**config.mk**
```make
export PLATFORM = sky130hd
export DESIGN_NAME = linear_move_interpolator
export DESIGN_NICKNAME = d
export VERILOG_FILES = /design/src/rtl/lmi_pkg.sv /design/src/rtl/lmi_ser_mul.sv /design/src/rtl/lmi_ser_sqrt.sv /design/src/rtl/lmi_ser_div.sv /design/src/rtl/linear_move_interpolator.sv
export VERILOG_INCLUDE_DIRS = /design/src /design/src/rtl
export SDC_FILE = /design/constraint.sdc
export NUM_CORES = 2
export LEC_CHECK = 0
export BUFFER_PORTS_ARGS = -buffer_cell sky130_fd_sc_hd__buf_2
export CAP_MARGIN = 20
export CORE_MARGIN = 8
export CORE_UTILIZATION = 40
export DETAILED_ROUTE_END_ITERATION = 8
export GPL_TIMING_DRIVEN = 0
export PLACE_DENSITY = 0.63
export SETUP_SLACK_MARGIN = 0.1
export SYNTH_ARGS = -nofsm -noshare
export SYNTH_HDL_FRONTEND = slang
export SYNTH_SLANG_ARGS = --single-unit
```
**constraint.sdc**
```tcl
create_clock -name i_clk -period 12.4 [get_ports i_clk]
set_input_delay 0 -clock i_clk [delete_from_list [all_inputs] [get_ports i_clk]]
set_output_delay 0 -clock i_clk [all_outputs]
set_load 0.05 [all_outputs]
```
**src/rtl/assert_macros.svh**
```systemverilog
// Assertion macros shared by the interpolator modules.
`ifndef ASSERT_MACROS_SVH
`define ASSERT_MACROS_SVH

// Same-cycle implication, disabled while reset is low.
`define LMI_ASSERT_IMP(lbl, clk, rst_n, ante, cons, msg) \
    lbl: assert property (@(posedge clk) disable iff (!rst_n) (ante) |-> (cons)) \
        else $error(msg);

// Next-cycle implication, disabled while reset is low.
`define LMI_ASSERT_NXT(lbl, clk, rst_n, ante, cons, msg) \
    lbl: assert property (@(posedge clk) disable iff (!rst_n) (ante) |=> (cons)) \
        else $error(msg);

`endif

```
**src/rtl/lmi_pkg.sv**
```systemverilog
// Types and constants of the linear move interpolator.
package lmi_pkg;

    localparam int IDX_W   = 6;     // point index width
    localparam int PER_W   = 20;    // step period register width
    localparam int MAG_W   = 33;    // per-axis distance magnitude
    localparam int MUL_AW  = 34;    // multiplicand width
    localparam int MUL_BW  = 33;    // serial multiplier operand width
    localparam int MUL_PW  = MUL_AW + MUL_BW;
    localparam int SUM_W   = 66;    // sum of squares
    localparam int ROOT_W  = 34;    // length
    localparam int DVD_W   = 66;    // dividend
    localparam int DVS_W   = 52;    // divisor
    localparam int QUO_W   = 34;    // kept quotient bits
    localparam int DEN_W   = 52;
    localparam int NUM_W   = 65;

    localparam logic [PER_W-1:0] PERIOD_RST = 20'd1000;
    localparam logic [PER_W-1:0] MICRO      = 20'd1000000;

    typedef enum logic [3:0] {
        S_IDLE,
        S_SQ,
        S_SQRT,
        S_DEN,
        S_NUM,
        S_DIVN,
        S_VMUL,
        S_VDIV,
        S_PDIV,
        S_EMIT,
        S_DEGEN
    } t_state;

endpackage

```
**src/rtl/lmi_ser_mul.sv**
```systemverilog
// Bit-serial shift-add multiplier, one multiplier bit per cycle.
module lmi_ser_mul (
    input  logic                      i_clk,
    input  logic                      i_rst_n,
    input  logic                      i_start,
    input  logic [lmi_pkg::MUL_AW-1:0] i_a,
    input  logic [lmi_pkg::MUL_BW-1:0] i_b,
    output logic                      o_done,
    output logic [lmi_pkg::MUL_PW-1:0] o_prod
);
    import lmi_pkg::*;

    localparam int CW = $clog2(MUL_BW + 1);

    logic [MUL_AW-1:0] r_a;
    logic [MUL_PW-1:0] r_p;
    logic [CW-1:0]     r_cnt;
    logic              r_busy;
    logic              r_done;
    logic [MUL_AW:0]   add;

    // add multiplicand into the high half when the current bit is set
    assign add = {1'b0, r_p[MUL_PW-1:MUL_BW]} + (r_p[0] ? {1'b0, r_a} : '0);

    always_ff @(posedge i_clk) begin
        if (!i_rst_n) begin
            r_busy <= 1'b0;
            r_done <= 1'b0;
            r_cnt  <= '0;
        end else begin
            r_done <= 1'b0;
            if (i_start) begin
                r_busy <= 1'b1;
                r_cnt  <= CW'(MUL_BW);
            end else if (r_busy) begin
                r_cnt <= r_cnt - 1'b1;
                if (r_cnt == CW'(1)) begin
                    r_busy <= 1'b0;
                    r_done <= 1'b1;
                end
            end
        end
    end

    // operand and product shift register
    always_ff @(posedge i_clk) begin
        if (i_start) begin
            r_a <= i_a;
            r_p <= {{MUL_AW{1'b0}}, i_b};
        end else if (r_busy) begin
            r_p <= {add, r_p[MUL_BW-1:1]};
        end
    end

    assign o_done = r_done;
    assign o_prod = r_p;

endmodule

```
**src/rtl/lmi_ser_sqrt.sv**
```systemverilog
// Restoring integer square root, two radicand bits per cycle.
module lmi_ser_sqrt (
    input  logic                       i_clk,
    input  logic                       i_rst_n,
    input  logic                       i_start,
    input  logic [lmi_pkg::SUM_W-1:0]  i_rad,
    output logic                       o_done,
    output logic [lmi_pkg::ROOT_W-1:0] o_root
);
    import lmi_pkg::*;

    localparam int SRC_W = 2 * ROOT_W;
    localparam int REM_W = ROOT_W + 1;
    localparam int CW    = $clog2(ROOT_W + 1);

    logic [SRC_W-1:0]  r_src;
    logic [REM_W-1:0]  r_rem;
    logic [ROOT_W-1:0] r_root;
    logic [CW-1:0]     r_cnt;
    logic              r_busy;
    logic              r_done;
    logic [REM_W+1:0]  rem_sh;
    logic [REM_W+1:0]  trial;
    logic              fits;

    assign rem_sh = {r_rem, r_src[SRC_W-1 -: 2]};
    assign trial  = {1'b0, r_root, 2'b01};
    assign fits   = rem_sh >= trial;

    always_ff @(posedge i_clk) begin
        if (!i_rst_n) begin
            r_busy <= 1'b0;
            r_done <= 1'b0;
            r_cnt  <= '0;
        end else begin
            r_done <= 1'b0;
            if (i_start) begin
                r_busy <= 1'b1;
                r_cnt  <= CW'(ROOT_W);
            end else if (r_busy) begin
                r_cnt <= r_cnt - 1'b1;
                if (r_cnt == CW'(1)) begin
                    r_busy <= 1'b0;
                    r_done <= 1'b1;
                end
            end
        end
    end

    // one root bit per step
    always_ff @(posedge i_clk) begin
        if (i_start) begin
            r_src  <= {{(SRC_W-SUM_W){1'b0}}, i_rad};
            r_rem  <= '0;
            r_root <= '0;
        end else if (r_busy) begin
            r_src  <= {r_src[SRC_W-3:0], 2'b00};
            r_rem  <= fits ? REM_W'(rem_sh - trial) : REM_W'(rem_sh);
            r_root <= {r_root[ROOT_W-2:0], fits};
        end
    end

    assign o_done = r_done;
    assign o_root = r_root;

endmodule

```
**src/rtl/lmi_ser_div.sv**
```systemverilog
// Restoring long divider, one quotient bit per cycle, overflow kept sticky.
`include "assert_macros.svh"
module lmi_ser_div (
    input  logic                      i_clk,
    input  logic                      i_rst_n,
    input  logic                      i_start,
    input  logic [lmi_pkg::DVD_W-1:0] i_dvd,
    input  logic [lmi_pkg::DVS_W-1:0] i_dvs,
    output logic                      o_done,
    output logic [lmi_pkg::QUO_W-1:0] o_quo,
    output logic                      o_ovf,
    output logic [lmi_pkg::DVS_W-1:0] o_rem
);
    import lmi_pkg::*;

    localparam int CW = $clog2(DVD_W + 1);

    logic [DVD_W-1:0] r_dvd;
    logic [DVS_W-1:0] r_dvs;
    logic [DVS_W-1:0] r_rem;
    logic [QUO_W-1:0] r_quo;
    logic             r_ovf;
    logic [CW-1:0]    r_cnt;
    logic             r_busy;
    logic             r_done;
    logic [DVS_W:0]   rem_sh;
    logic             fits;

    assign rem_sh = {r_rem, r_dvd[DVD_W-1]};
    assign fits   = rem_sh >= {1'b0, r_dvs};

    always_ff @(posedge i_clk) begin
        if (!i_rst_n) begin
            r_busy <= 1'b0;
            r_done <= 1'b0;
            r_cnt  <= '0;
        end else begin
            r_done <= 1'b0;
            if (i_start) begin
                r_busy <= 1'b1;
                r_cnt  <= CW'(DVD_W);
            end else if (r_busy) begin
                r_cnt <= r_cnt - 1'b1;
                if (r_cnt == CW'(1)) begin
                    r_busy <= 1'b0;
                    r_done <= 1'b1;
                end
            end
        end
    end

    // shift in one dividend bit, subtract when it fits
    always_ff @(posedge i_clk) begin
        if (i_start) begin
            r_dvd <= i_dvd;
            r_dvs <= i_dvs;
            r_rem <= '0;
            r_quo <= '0;
            r_ovf <= 1'b0;
        end else if (r_busy) begin
            r_dvd <= {r_dvd[DVD_W-2:0], 1'b0};
            r_rem <= fits ? DVS_W'(rem_sh - {1'b0, r_dvs}) : DVS_W'(rem_sh);
            r_quo <= {r_quo[QUO_W-2:0], fits};
            r_ovf <= r_ovf | r_quo[QUO_W-1];
        end
    end

    assign o_done = r_done;
    assign o_quo  = r_quo;
    assign o_ovf  = r_ovf;
    assign o_rem  = r_rem;

    `LMI_ASSERT_IMP(a_div_done_idle, i_clk, i_rst_n, r_done, !r_busy, "divider done while busy")
    `LMI_ASSERT_NXT(a_div_start_runs, i_clk, i_rst_n, i_start, r_busy, "divider did not start")

endmodule

```
**src/rtl/linear_move_interpolator.sv**
```systemverilog
// Top level: 3-axis linear move interpolator with bit-serial arithmetic.
//
//  channel  | signals                              | handshake
//  ---------+--------------------------------------+--------------------------
//  move in  | i_start_*, i_target_*, i_feed_rate   | start & !busy
//  points   | o_pos_*, o_vel_*, o_point_index, ... | o_strobe, one cycle each
//  config   | i_cfg_wdata                          | i_cfg_we, no wait
//
// A normal move runs the serial units before its points: the divider seven
// times (step count, and velocity and step size per axis; six when a zero
// divisor caps the step count), the multiplier eight times, the root once.
// A degenerate move (zero feed, length or step count) gives one point at the
// target. The n + 1 points of a normal move come out on consecutive cycles;
// busy stays high until the last one is registered. Reset clears control
// state; the step period returns to 1000. The receiver cannot stall them.
`include "assert_macros.svh"
module linear_move_interpolator #(
    parameter int MAX_STEPS = 63
) (
    input  logic                      i_clk,
    input  logic                      i_rst_n,
    input  logic                      start,
    output logic                      busy,
    input  logic [31:0]               i_start_x,
    input  logic [31:0]               i_start_y,
    input  logic [31:0]               i_start_z,
    input  logic [31:0]               i_target_x,
    input  logic [31:0]               i_target_y,
    input  logic [31:0]               i_target_z,
    input  logic [31:0]               i_feed_rate,
    input  logic                      i_cfg_we,
    input  logic [lmi_pkg::PER_W-1:0] i_cfg_wdata,
    output logic                      o_strobe,
    output logic [31:0]               o_pos_x,
    output logic [31:0]               o_pos_y,
    output logic [31:0]               o_pos_z,
    output logic [31:0]               o_vel_x,
    output logic [31:0]               o_vel_y,
    output logic [31:0]               o_vel_z,
    output logic [lmi_pkg::IDX_W-1:0] o_point_index,
    output logic                      o_steps_capped,
    output logic                      o_last_point
);
    import lmi_pkg::*;

    localparam logic [IDX_W-1:0] MAX_N = IDX_W'(MAX_STEPS);

    // control and data registers
    t_state                      r_state, n_state;
    logic                        r_kick, n_kick;
    logic [1:0]                  r_ax, n_ax;
    logic [PER_W-1:0]            r_period;
    logic [2:0][31:0]            r_s, r_t;
    logic [2:0][MAG_W-1:0]       r_mag;
    logic [2:0]                  r_neg;
    logic [31:0]                 r_feed;
    logic [SUM_W-1:0]            r_sum, n_sum;
    logic [ROOT_W-1:0]           r_len, n_len;
    logic [DEN_W-1:0]            r_den, n_den;
    logic [NUM_W-1:0]            r_num, n_num;
    logic [IDX_W-1:0]            r_n, n_n;
    logic                        r_cap, n_cap;
    logic [2:0][31:0]            r_vel, n_vel;
    logic [2:0][MAG_W-1:0]       r_qstep, n_qstep, r_qacc, n_qacc;
    logic [2:0][IDX_W-1:0]       r_rstep, n_rstep, r_racc, n_racc;
    logic [IDX_W-1:0]            r_k, n_k;

    // output registers
    logic                        r_out_valid, n_out_valid;
    logic [2:0][31:0]            r_out_pos, n_out_pos, r_out_vel, n_out_vel;
    logic [IDX_W-1:0]            r_out_idx, n_out_idx;
    logic                        r_out_cap, n_out_cap;
    logic                        r_out_last, n_out_last;

    // arithmetic unit connections
    logic                        mul_start, mul_done;
    logic [MUL_AW-1:0]           mul_a;
    logic [MUL_BW-1:0]           mul_b;
    logic [MUL_PW-1:0]           mul_prod;
    logic                        sqrt_start, sqrt_done;
    logic [ROOT_W-1:0]           sqrt_root;
    logic                        div_start, div_done, div_ovf;
    logic [DVD_W-1:0]            div_dvd;
    logic [DVS_W-1:0]            div_dvs;
    logic [QUO_W-1:0]            div_quo;
    logic [DVS_W-1:0]            div_rem;

    logic                        accept;
    logic [2:0][31:0]            in_s, in_t;
    logic [2:0][MAG_W-1:0]       in_d;
    logic [31:0]                 vel_sat;
    logic [2:0][31:0]            pos_now;
    logic [2:0][IDX_W:0]         rsum;

    assign accept = start && !busy;
    assign busy   = (r_state != S_IDLE);
    assign in_s   = {i_start_z, i_start_y, i_start_x};
    assign in_t   = {i_target_z, i_target_y, i_target_x};

    lmi_ser_mul u_mul (
        .i_clk   (i_clk),
        .i_rst_n (i_rst_n),
        .i_start (mul_start),
        .i_a     (mul_a),
        .i_b     (mul_b),
        .o_done  (mul_done),
        .o_prod  (mul_prod)
    );

    lmi_ser_sqrt u_sqrt (
        .i_clk   (i_clk),
        .i_rst_n (i_rst_n),
        .i_start (sqrt_start),
        .i_rad   (r_sum),
        .o_done  (sqrt_done),
        .o_root  (sqrt_root)
    );

    lmi_ser_div u_div (
        .i_clk   (i_clk),
        .i_rst_n (i_rst_n),
        .i_start (div_start),
        .i_dvd   (div_dvd),
        .i_dvs   (div_dvs),
        .o_done  (div_done),
        .o_quo   (div_quo),
        .o_ovf   (div_ovf),
        .o_rem   (div_rem)
    );

    // per-axis signed distance, registered with its magnitude on accept
    always_comb begin
        logic [MAG_W-1:0] dd;
        for (int a = 0; a < 3; a++) begin
            dd = {in_t[a][31], in_t[a]} - {in_s[a][31], in_s[a]};
            in_d[a] = dd;
        end
    end

    // velocity saturation from the divider quotient
    always_comb begin
        if (r_neg[r_ax]) begin
            if (div_ovf || div_quo > QUO_W'(33'h080000000)) begin
                vel_sat = 32'h80000000;
            end else begin
                vel_sat = 32'(-div_quo);
            end
        end else begin
            if (div_ovf || div_quo > QUO_W'(33'h07FFFFFFF)) begin
                vel_sat = 32'h7FFFFFFF;
            end else begin
                vel_sat = div_quo[31:0];
            end
        end
    end

    // current point positions and remainder steps
    always_comb begin
        logic [MAG_W:0] off;
        for (int a = 0; a < 3; a++) begin
            off        = r_neg[a] ? -{1'b0, r_qacc[a]} : {1'b0, r_qacc[a]};
            pos_now[a] = 32'({{2{r_s[a][31]}}, r_s[a]} + off);
            rsum[a]    = {1'b0, r_racc[a]} + {1'b0, r_rstep[a]};
        end
    end

    // sequencer: next state, unit operands and output registers
    always_comb begin
        n_state     = r_state;
        n_kick      = 1'b0;
        n_ax        = r_ax;
        n_sum       = r_sum;
        n_len       = r_len;
        n_den       = r_den;
        n_num       = r_num;
        n_n         = r_n;
        n_cap       = r_cap;
        n_vel       = r_vel;
        n_qstep     = r_qstep;
        n_rstep     = r_rstep;
        n_qacc      = r_qacc;
        n_racc      = r_racc;
        n_k         = r_k;
        n_out_valid = 1'b0;
        n_out_pos   = r_out_pos;
        n_out_vel   = r_out_vel;
        n_out_idx   = r_out_idx;
        n_out_cap   = r_out_cap;
        n_out_last  = r_out_last;
        mul_start   = 1'b0;
        mul_a       = '0;
        mul_b       = '0;
        sqrt_start  = 1'b0;
        div_start   = 1'b0;
        div_dvd     = '0;
        div_dvs     = '0;

        case (r_state)
            S_IDLE: begin
                if (accept) begin
                    n_state = S_SQ;
                    n_kick  = 1'b1;
                    n_ax    = '0;
                    n_sum   = '0;
                    n_cap   = 1'b0;
                end
            end
            S_SQ: begin
                mul_start = r_kick;
                mul_a     = MUL_AW'(r_mag[r_ax]);
                mul_b     = r_mag[r_ax];
                if (mul_done) begin
                    n_sum  = r_sum + mul_prod[SUM_W-1:0];
                    n_kick = 1'b1;
                    if (r_ax == 2'd2) begin
                        n_state = S_SQRT;
                    end else begin
                        n_ax = r_ax + 1'b1;
                    end
                end
            end
            S_SQRT: begin
                sqrt_start = r_kick;
                if (sqrt_done) begin
                    n_len = sqrt_root;
                    if (r_feed == '0 || sqrt_root == '0) begin
                        n_state = S_DEGEN;
                    end else begin
                        n_state = S_DEN;
                        n_kick  = 1'b1;
                    end
                end
            end
            S_DEN: begin
                mul_start = r_kick;
                mul_a     = MUL_AW'(r_feed);
                mul_b     = MUL_BW'(r_period);
                if (mul_done) begin
                    n_den   = mul_prod[DEN_W-1:0];
                    n_state = S_NUM;
                    n_kick  = 1'b1;
                end
            end
            S_NUM: begin
                mul_start = r_kick;
                mul_a     = r_len;
                mul_b     = MUL_BW'(MICRO);
                if (mul_done) begin
                    n_num  = mul_prod[NUM_W-1:0];
                    n_kick = 1'b1;
                    n_ax   = '0;
                    if (r_den == '0) begin
                        n_n     = MAX_N;
                        n_cap   = 1'b1;
                        n_state = S_VMUL;
                    end else begin
                        n_state = S_DIVN;
                    end
                end
            end
            S_DIVN: begin
                div_start = r_kick;
                div_dvd   = DVD_W'(r_num);
                div_dvs   = DVS_W'(r_den);
                if (div_done) begin
                    if (div_ovf || div_quo > QUO_W'(MAX_N)) begin
                        n_n     = MAX_N;
                        n_cap   = 1'b1;
                        n_state = S_VMUL;
                        n_kick  = 1'b1;
                    end else if (div_quo == '0) begin
                        n_state = S_DEGEN;
                    end else begin
                        n_n     = div_quo[IDX_W-1:0];
                        n_state = S_VMUL;
                        n_kick  = 1'b1;
                    end
                end
            end
            S_VMUL: begin
                mul_start = r_kick;
                mul_a     = MUL_AW'(r_mag[r_ax]);
                mul_b     = MUL_BW'(r_feed);
                if (mul_done) begin
                    n_num   = mul_prod[NUM_W-1:0];
                    n_state = S_VDIV;
                    n_kick  = 1'b1;
                end
            end
            S_VDIV: begin
                div_start = r_kick;
                div_dvd   = DVD_W'(r_num);
                div_dvs   = DVS_W'(r_len);
                if (div_done) begin
                    n_vel[r_ax] = vel_sat;
                    n_state     = S_PDIV;
                    n_kick      = 1'b1;
                end
            end
            S_PDIV: begin
                div_start = r_kick;
                div_dvd   = DVD_W'(r_mag[r_ax]);
                div_dvs   = DVS_W'(r_n);
                if (div_done) begin
                    n_qstep[r_ax] = div_quo[MAG_W-1:0];
                    n_rstep[r_ax] = div_rem[IDX_W-1:0];
                    if (r_ax == 2'd2) begin
                        n_state = S_EMIT;
                        n_k     = '0;
                        n_qacc  = '0;
                        n_racc  = '0;
                    end else begin
                        n_ax    = r_ax + 1'b1;
                        n_state = S_VMUL;
                        n_kick  = 1'b1;
                    end
                end
            end
            S_EMIT: begin
                n_out_valid = 1'b1;
                n_out_pos   = pos_now;
                n_out_vel   = r_vel;
                n_out_idx   = r_k;
                n_out_cap   = r_cap;
                n_out_last  = (r_k == r_n);
                for (int a = 0; a < 3; a++) begin
                    if (rsum[a] >= {1'b0, r_n}) begin
                        n_racc[a] = IDX_W'(rsum[a] - {1'b0, r_n});
                        n_qacc[a] = r_qacc[a] + r_qstep[a] + 1'b1;
                    end else begin
                        n_racc[a] = rsum[a][IDX_W-1:0];
                        n_qacc[a] = r_qacc[a] + r_qstep[a];
                    end
                end
                n_k = r_k + 1'b1;
                if (r_k == r_n) begin
                    n_state = S_IDLE;
                end
            end
            S_DEGEN: begin
                n_out_valid = 1'b1;
                n_out_pos   = r_t;
                n_out_vel   = '0;
                n_out_idx   = '0;
                n_out_cap   = 1'b0;
                n_out_last  = 1'b1;
                n_state     = S_IDLE;
            end
            default: begin
                n_state = S_IDLE;
            end
        endcase
    end

    // control state and configuration register
    always_ff @(posedge i_clk) begin
        if (!i_rst_n) begin
            r_state     <= S_IDLE;
            r_kick      <= 1'b0;
            r_out_valid <= 1'b0;
            r_period    <= PERIOD_RST;
        end else begin
            r_state     <= n_state;
            r_kick      <= n_kick;
            r_out_valid <= n_out_valid;
            if (i_cfg_we) begin
                r_period <= i_cfg_wdata;
            end
        end
    end

    // datapath registers
    always_ff @(posedge i_clk) begin
        if (accept) begin
            r_s    <= in_s;
            r_t    <= in_t;
            r_feed <= i_feed_rate;
            for (int a = 0; a < 3; a++) begin
                r_neg[a] <= in_d[a][MAG_W-1];
                r_mag[a] <= in_d[a][MAG_W-1] ? -in_d[a] : in_d[a];
            end
        end
        r_ax       <= n_ax;
        r_sum      <= n_sum;
        r_len      <= n_len;
        r_den      <= n_den;
        r_num      <= n_num;
        r_n        <= n_n;
        r_cap      <= n_cap;
        r_vel      <= n_vel;
        r_qstep    <= n_qstep;
        r_rstep    <= n_rstep;
        r_qacc     <= n_qacc;
        r_racc     <= n_racc;
        r_k        <= n_k;
        r_out_pos  <= n_out_pos;
        r_out_vel  <= n_out_vel;
        r_out_idx  <= n_out_idx;
        r_out_cap  <= n_out_cap;
        r_out_last <= n_out_last;
    end

    assign o_strobe       = r_out_valid;
    assign o_pos_x        = r_out_pos[0];
    assign o_pos_y        = r_out_pos[1];
    assign o_pos_z        = r_out_pos[2];
    assign o_vel_x        = r_out_vel[0];
    assign o_vel_y        = r_out_vel[1];
    assign o_vel_z        = r_out_vel[2];
    assign o_point_index  = r_out_idx;
    assign o_steps_capped = r_out_cap;
    assign o_last_point   = r_out_last;

    `LMI_ASSERT_NXT(a_burst_gapless, i_clk, i_rst_n, r_out_valid && !r_out_last, r_out_valid, "gap inside point burst")
    `LMI_ASSERT_NXT(a_burst_ends, i_clk, i_rst_n, r_out_valid && r_out_last, !r_out_valid, "point after last point")
    `LMI_ASSERT_IMP(a_idx_range, i_clk, i_rst_n, r_out_valid, r_out_idx <= MAX_N, "point index beyond maximum")

endmodule
```
; Word level (Yosys, flattened, before mapping)
; Index checks and enable logic that the tools add are counted.
; W data, S select, Z words.
[totals]
input_bits = 248
wordCells = 324
out_inout_bits = 202
regBits = 1582
[classes]
n_reduce_logical = 45
order_cmp = 10
muxes = 126
eq_ne = 30
addsub = 34
n_bitwise = 5
[ops]
columns = op, n
row1 = $mux W66, 6
row2 = $pmux W96 S2, 2
row3 = $mux W32, 10
row4 = $mux W33, 7
row5 = $mux W99, 2
row6 = $pmux W99 S2, 1
row7 = $pmux W52 S3, 1
row8 = $pmux W33 S4, 1
row9 = $pmux W66 S2, 1
row10 = $pmux W65 S2, 1
row11 = $neg A32 Y32, 4
row12 = $pmux W34 S3, 1
row13 = $add A33 B1 Y33 const B, 3
row14 = $add A33 B33 Y33, 3
row15 = $bwmux W99, 1
row16 = $neg A33 Y33, 3
row17 = $sub A32 B32 Y33, 3
row18 = $add A32 B32 Y32, 3
row19 = $bwmux W96, 1
row20 = $mux W6, 15
row21 = $logic_not A34 Y1, 2
row22 = $add A66 B66 Y66, 1
row23 = $bmux W33 S2, 1
row24 = $demux W33 S2, 1
row25 = other kinds (66), 176

; Depth between registers and ports, before layout
[depth]
ltp_word = 5
ltp_mapped = 21
depth_no_buf = 21

; By module
; From an unflattened synthesis, not the netlist that was laid out.
[unflattened]
hier_cells = 8699
hier_area_um2 = 92028.3
[modules_own_cells]
columns = module, seq_area_each_um2, instances, cells_per_inst, area_per_inst_um2
row1 = linear_move_interpolator, 33011.7, 1, 6189, 66196.0
row2 = lmi_ser_div, 5465.2, 1, 1104, 11685.0
row3 = lmi_ser_sqrt, 3563.4, 1, 814, 8099.0
row4 = lmi_ser_mul, 2852.7, 1, 592, 6048.3

; Least setup slack after synthesis
; No wires, ideal clock.
[synth_path]
path_kind = reg2reg
start = register r_state[0]
end = register r_sum[0] (enable)
path_slack_ps = 4330
path_stages_with_launch = 6
arrival_time_ps = 7417
period_less_slack_ps = 8070
t_required_ps = 11747
path_buffers = 3
setup_ps = 653
cell_sequence = dfxtp_1 -> clkbuf_1 -> clkbuf_1 -> clkbuf_1 -> mux2i_1 -> nor4_1
[synth_between]
elab_chain_len = 5
word_cells_on_any_way = 9
cone_classes = 3 x eq/ne / 6 x reduce/logical
[synth_rtl]
columns = element, line
row1 = start: declaration, linear_move_interpolator.sv:49  ; t_state r_state, n_state;
row2 = start signal: assignment, linear_move_interpolator.sv:363  ; r_state <= n_state;
row3 = $reduce_bool A4 Y1, linear_move_interpolator.sv:96  ; assign busy = (r_state != S_IDLE);
row4 = $logic_not A1 Y1, linear_move_interpolator.sv:95  ; assign accept = start && !busy;
row5 = $logic_and A1 B1 Y1, linear_move_interpolator.sv:95
row6 = $ne A2 B2 Y1 (no source line), -
row7 = $reduce_and A3 Y1 (no source line) *, -
row8 = end signal: assignment, linear_move_interpolator.sv:384  ; r_sum <= n_sum;
row9 = end: declaration, linear_move_interpolator.sv:57  ; logic [SUM_W-1:0] r_sum, n_sum;
; Every way passes the cells marked *; elsewhere a longest branch is shown, timed or not.
; A chain may end at the register's enable or synchronous reset.

==> qor.yml <==
ys_warn_count: 0
most-common-layout-cells: "1333 x edfxtp_1, 761 x nor2_1, 745 x nand2_1, 611 x a21oi_1, 544 x ha_1"
h-tree-depth: 4
status: "finished with violations"
ioPinCount: 450
timing.fmax_ghz: 0.168
multi_input_area_um2: 42400
syn2layout_area_growth_pct: 20.2
placedCellCount: 12200
async_reset_ff_frac: 0
clock_skew_ns: 0.0688
dieArea_um2: 241000
setup_slack_ns: 6.46
drcViolationCount: 2
rrSetupSlack_ns: 6.46
tightest_slew_ns: 1.18
post-synth-top-area-fraction: 0.444
synth-seq-cells: 1576
critPathRequiredTime_ns: 12.95
timing.final.hold_violations: 0
num_rows: 174
crit_slowest_cell: "or4_1"
clk_latency_ns: 0.86
final_common_cell: "edfxtp_1"
preCtsSetupSlack_ns: 6.51
slew_headroom: 0.215
holdWs_ns: 0.102
worstPathArrival_ns: 6.50
p_leak_uw: 0.0422
post_synth_num_cell_types: 92
netlist_area_um2: 90100
power_density_nw_per_um2: 211
cts.sinks: 1576
place_hpwl_um: 251000
synth_area_leaders: "edfxtp_1 44%, ha_1 7.6%, dfxtp_1 5.4%"
critPathKind: "reg2reg"
numCtsBuffers: 173
place.gp.congestion: 0.982
syn-num-nets: 9460
nets: 10700
syn_area_per_cell_um2: 10.4
min_period_over_period: 0.479
path_common_cell: "or4_1"
clkTransAtPathRegs_ns: 0.06
clockBufferDepth: 3
postRouteAntennaNets: 0
peakVddDrop_mv: 0.157
synth_edf_count: 1333
drt_iter0_markers: 7886
path_cells: "or4_1 > or4_1 > or4_1 > or3_1 > o21ai_0 > xnor2_1 > ha_1 > a21o_1 > a31oi_1 > a311oi_1 > a41o_1 > o41ai_1 > o21ai_0 > o41ai_1 > xor2_1 > a21oi_1"
ys_seq_area_frac: 0.498
place.port_buffers: 448
via_count: 74800
synth_flop_cell: "edfxtp_1"
fin_cells: 13000
wirelength_um: 326000
grt_use_total: 0.258
core_area_um2: 224000
period_needed_ns: 5.94
slew_violations: 0
crit_path_start_kind: "flop"
finalSetupViolCount: 0
viasPerCell: 5.75
grt-ovfl-total: 0
syn_inst: 8650
grt_pass1_wl_um: 475000
clockRootBuffer: "clkbuf_16"
start_util: 0.402
drive_gt1_frac: 0.0884
end_kind: "flop"
violations: "design-rule violations"
cts_tree: "done"
cp_slowest_stage_delay_ns: 0.59
hold_class: "in2reg"
n_fill_cell: 20300
grt_pass1_vias: 72100
antenna_found_initial: 40
die_y_um: 491
fin_util: 0.483
rsz0062_at_grt: "no"
seq_area_um2: 44900
path_max_fanout: 5
grt_max_degree: 132
firstDrtPassIters: 9
synth_top_cell_by_area: "edfxtp_1"
wire_per_inst_um: 25.1
max-cap-violations: 0
fp.dieW_um: 491
[critical path: cells and delay by family (launching register included)]
kind                     cells  cell delay [ns]
AO/OA/AOI/OAI                9             2.34
XOR/XNOR                     2             0.43
adder cells (fa/ha/maj)      1             0.37
flip-flops                   1             0.46
AND/OR/NAND/NOR              4             2.03
[synthesized netlist by cell type, drive strengths merged, types with 26 or more instances]
cell    count
nor4       60
mux2i     226
o21ai     509
a21oi     611
dfxtp     243
nand4      88
a31oi      80
a21o      241
and3       96
xor2      242
nor2b      65
ha        544
a22o      109
or2        38
nor3      156
o211ai     41
nor2      761
a22oi      30
o31ai      64
or4        31
nand3     147
or3        46
o21bai     76
xnor2     453
edfxtp   1333
a221oi     49
inv       407
and2      184
clkbuf    328
nand2b     78
a211oi     91
nand2     747
o21a       62
buf        26
[routing by layer]
| metal | track usage | vias up | share of wire |
|---|---|---|---|
| met4 | 0.117 | 2 | 0.052 |
| met2 | 0.398 | 3334 | 0.44 |
| met3 | 0.0501 | 634 | 0.087 |
| li1 | - | 34300 | - |
| met1 | 0.352 | 36500 | 0.43 |
| met5 | 0 | - | 0.000058 |
[kinds of logic (layout without fill, tap and decap cells)]
group | Yosys count | in the layout | share of synthesized area
xor gates and xnor gates | 696 | 696 | 0.0678
buffers and inverters | 762 | 2102 | 0.0317
and+or+nand+nor | 2598 | 2598 | 0.138
AOI/OAI and AO/OA | 2220 | 2220 | 0.159
adders and majority gates | 563 | 563 | 0.0796
DFF | 1576 | 1576 | 0.498
muxes | 235 | 235 | 0.0262
other | 0 | 14 | 0
[area by class of cell]
| cell class | count | share of cell area |
|---|---|---|
| antenna | 14 | 0.000323 |
| buffer | 354 | 0.0123 |
| clock buffer | 219 | 0.0434 |
| clock inverter | 102 | 0.0126 |
| inverter | 408 | 0.0142 |
| multi-input combinational | 6312 | 0.392 |
| sequential | 1576 | 0.414 |
| tap | 2992 | 0.0346 |
| timing repair buffer | 1019 | 0.0763 |
[repair_timing]
| action | in CTS | in global routing |
|---|---|---|
| setup endpoints to repair | 0 | 0 |
| hold buffers | 500 | 0 |
| hold endpoints to repair | 326 | 0 |
| gates resized for setup | 0 | 0 |
| setup buffers | 0 | 0 |
[worst paths after layout]
| kind | to | startpoint | cells past startpoint |
|---|---|---|---|
| max | o_pos_y[30]$_DFFE_PP_ | r_qacc[38]$_SDFFCE_PN0P_ | 16 |
| min | u_mul.r_cnt[3]$_SDFFE_PP0P_ | i_rst_n | 4 |
| max reg2reg | o_pos_y[30]$_DFFE_PP_ | r_qacc[38]$_SDFFCE_PN0P_ | 16 |
| min reg2reg | u_sqrt.r_rem[33]$_SDFFE_PP0P_ | u_sqrt.r_rem[33]$_SDFFE_PP0P_ | 2 |
[stage by stage]
step / TNS (ns) / power (uW) / area [um2]
2_1_floorplan: 0 / 14100 / 90100
3_3_place_gp: -168.48 / 17100 / 96100
3_5_place_dp: 0 / 17000 / 97100
4_1_cts: 0 / 22800 / 108000
5_1_grt: 0 / 24000 / 108000
6_report: 0 / 22900 / 108000
[state kept, by name, summed over array words and instances, names as in the netlist, 34 cells and up]
register,cells
u_sqrt.r_src,68
u_mul.o_prod,67
r_vel,96
u_div.r_dvs,52
u_sqrt.o_root,34
r_num,65
r_t,96
r_mag,99
r_sum,66
u_div.r_dvd,66
r_den,52
r_s,96
u_div.o_quo,34
r_qstep,96
r_len,34
u_div.o_rem,52
r_qacc,96
u_mul.r_a,34
u_sqrt.r_rem,35
[power breakdown]
group	switching, uW	internal, uW
sequential	795	7110
combinational	6040	3400
clock	2310	3230
total	9150	13700
(Power assumes the default switching activity.)
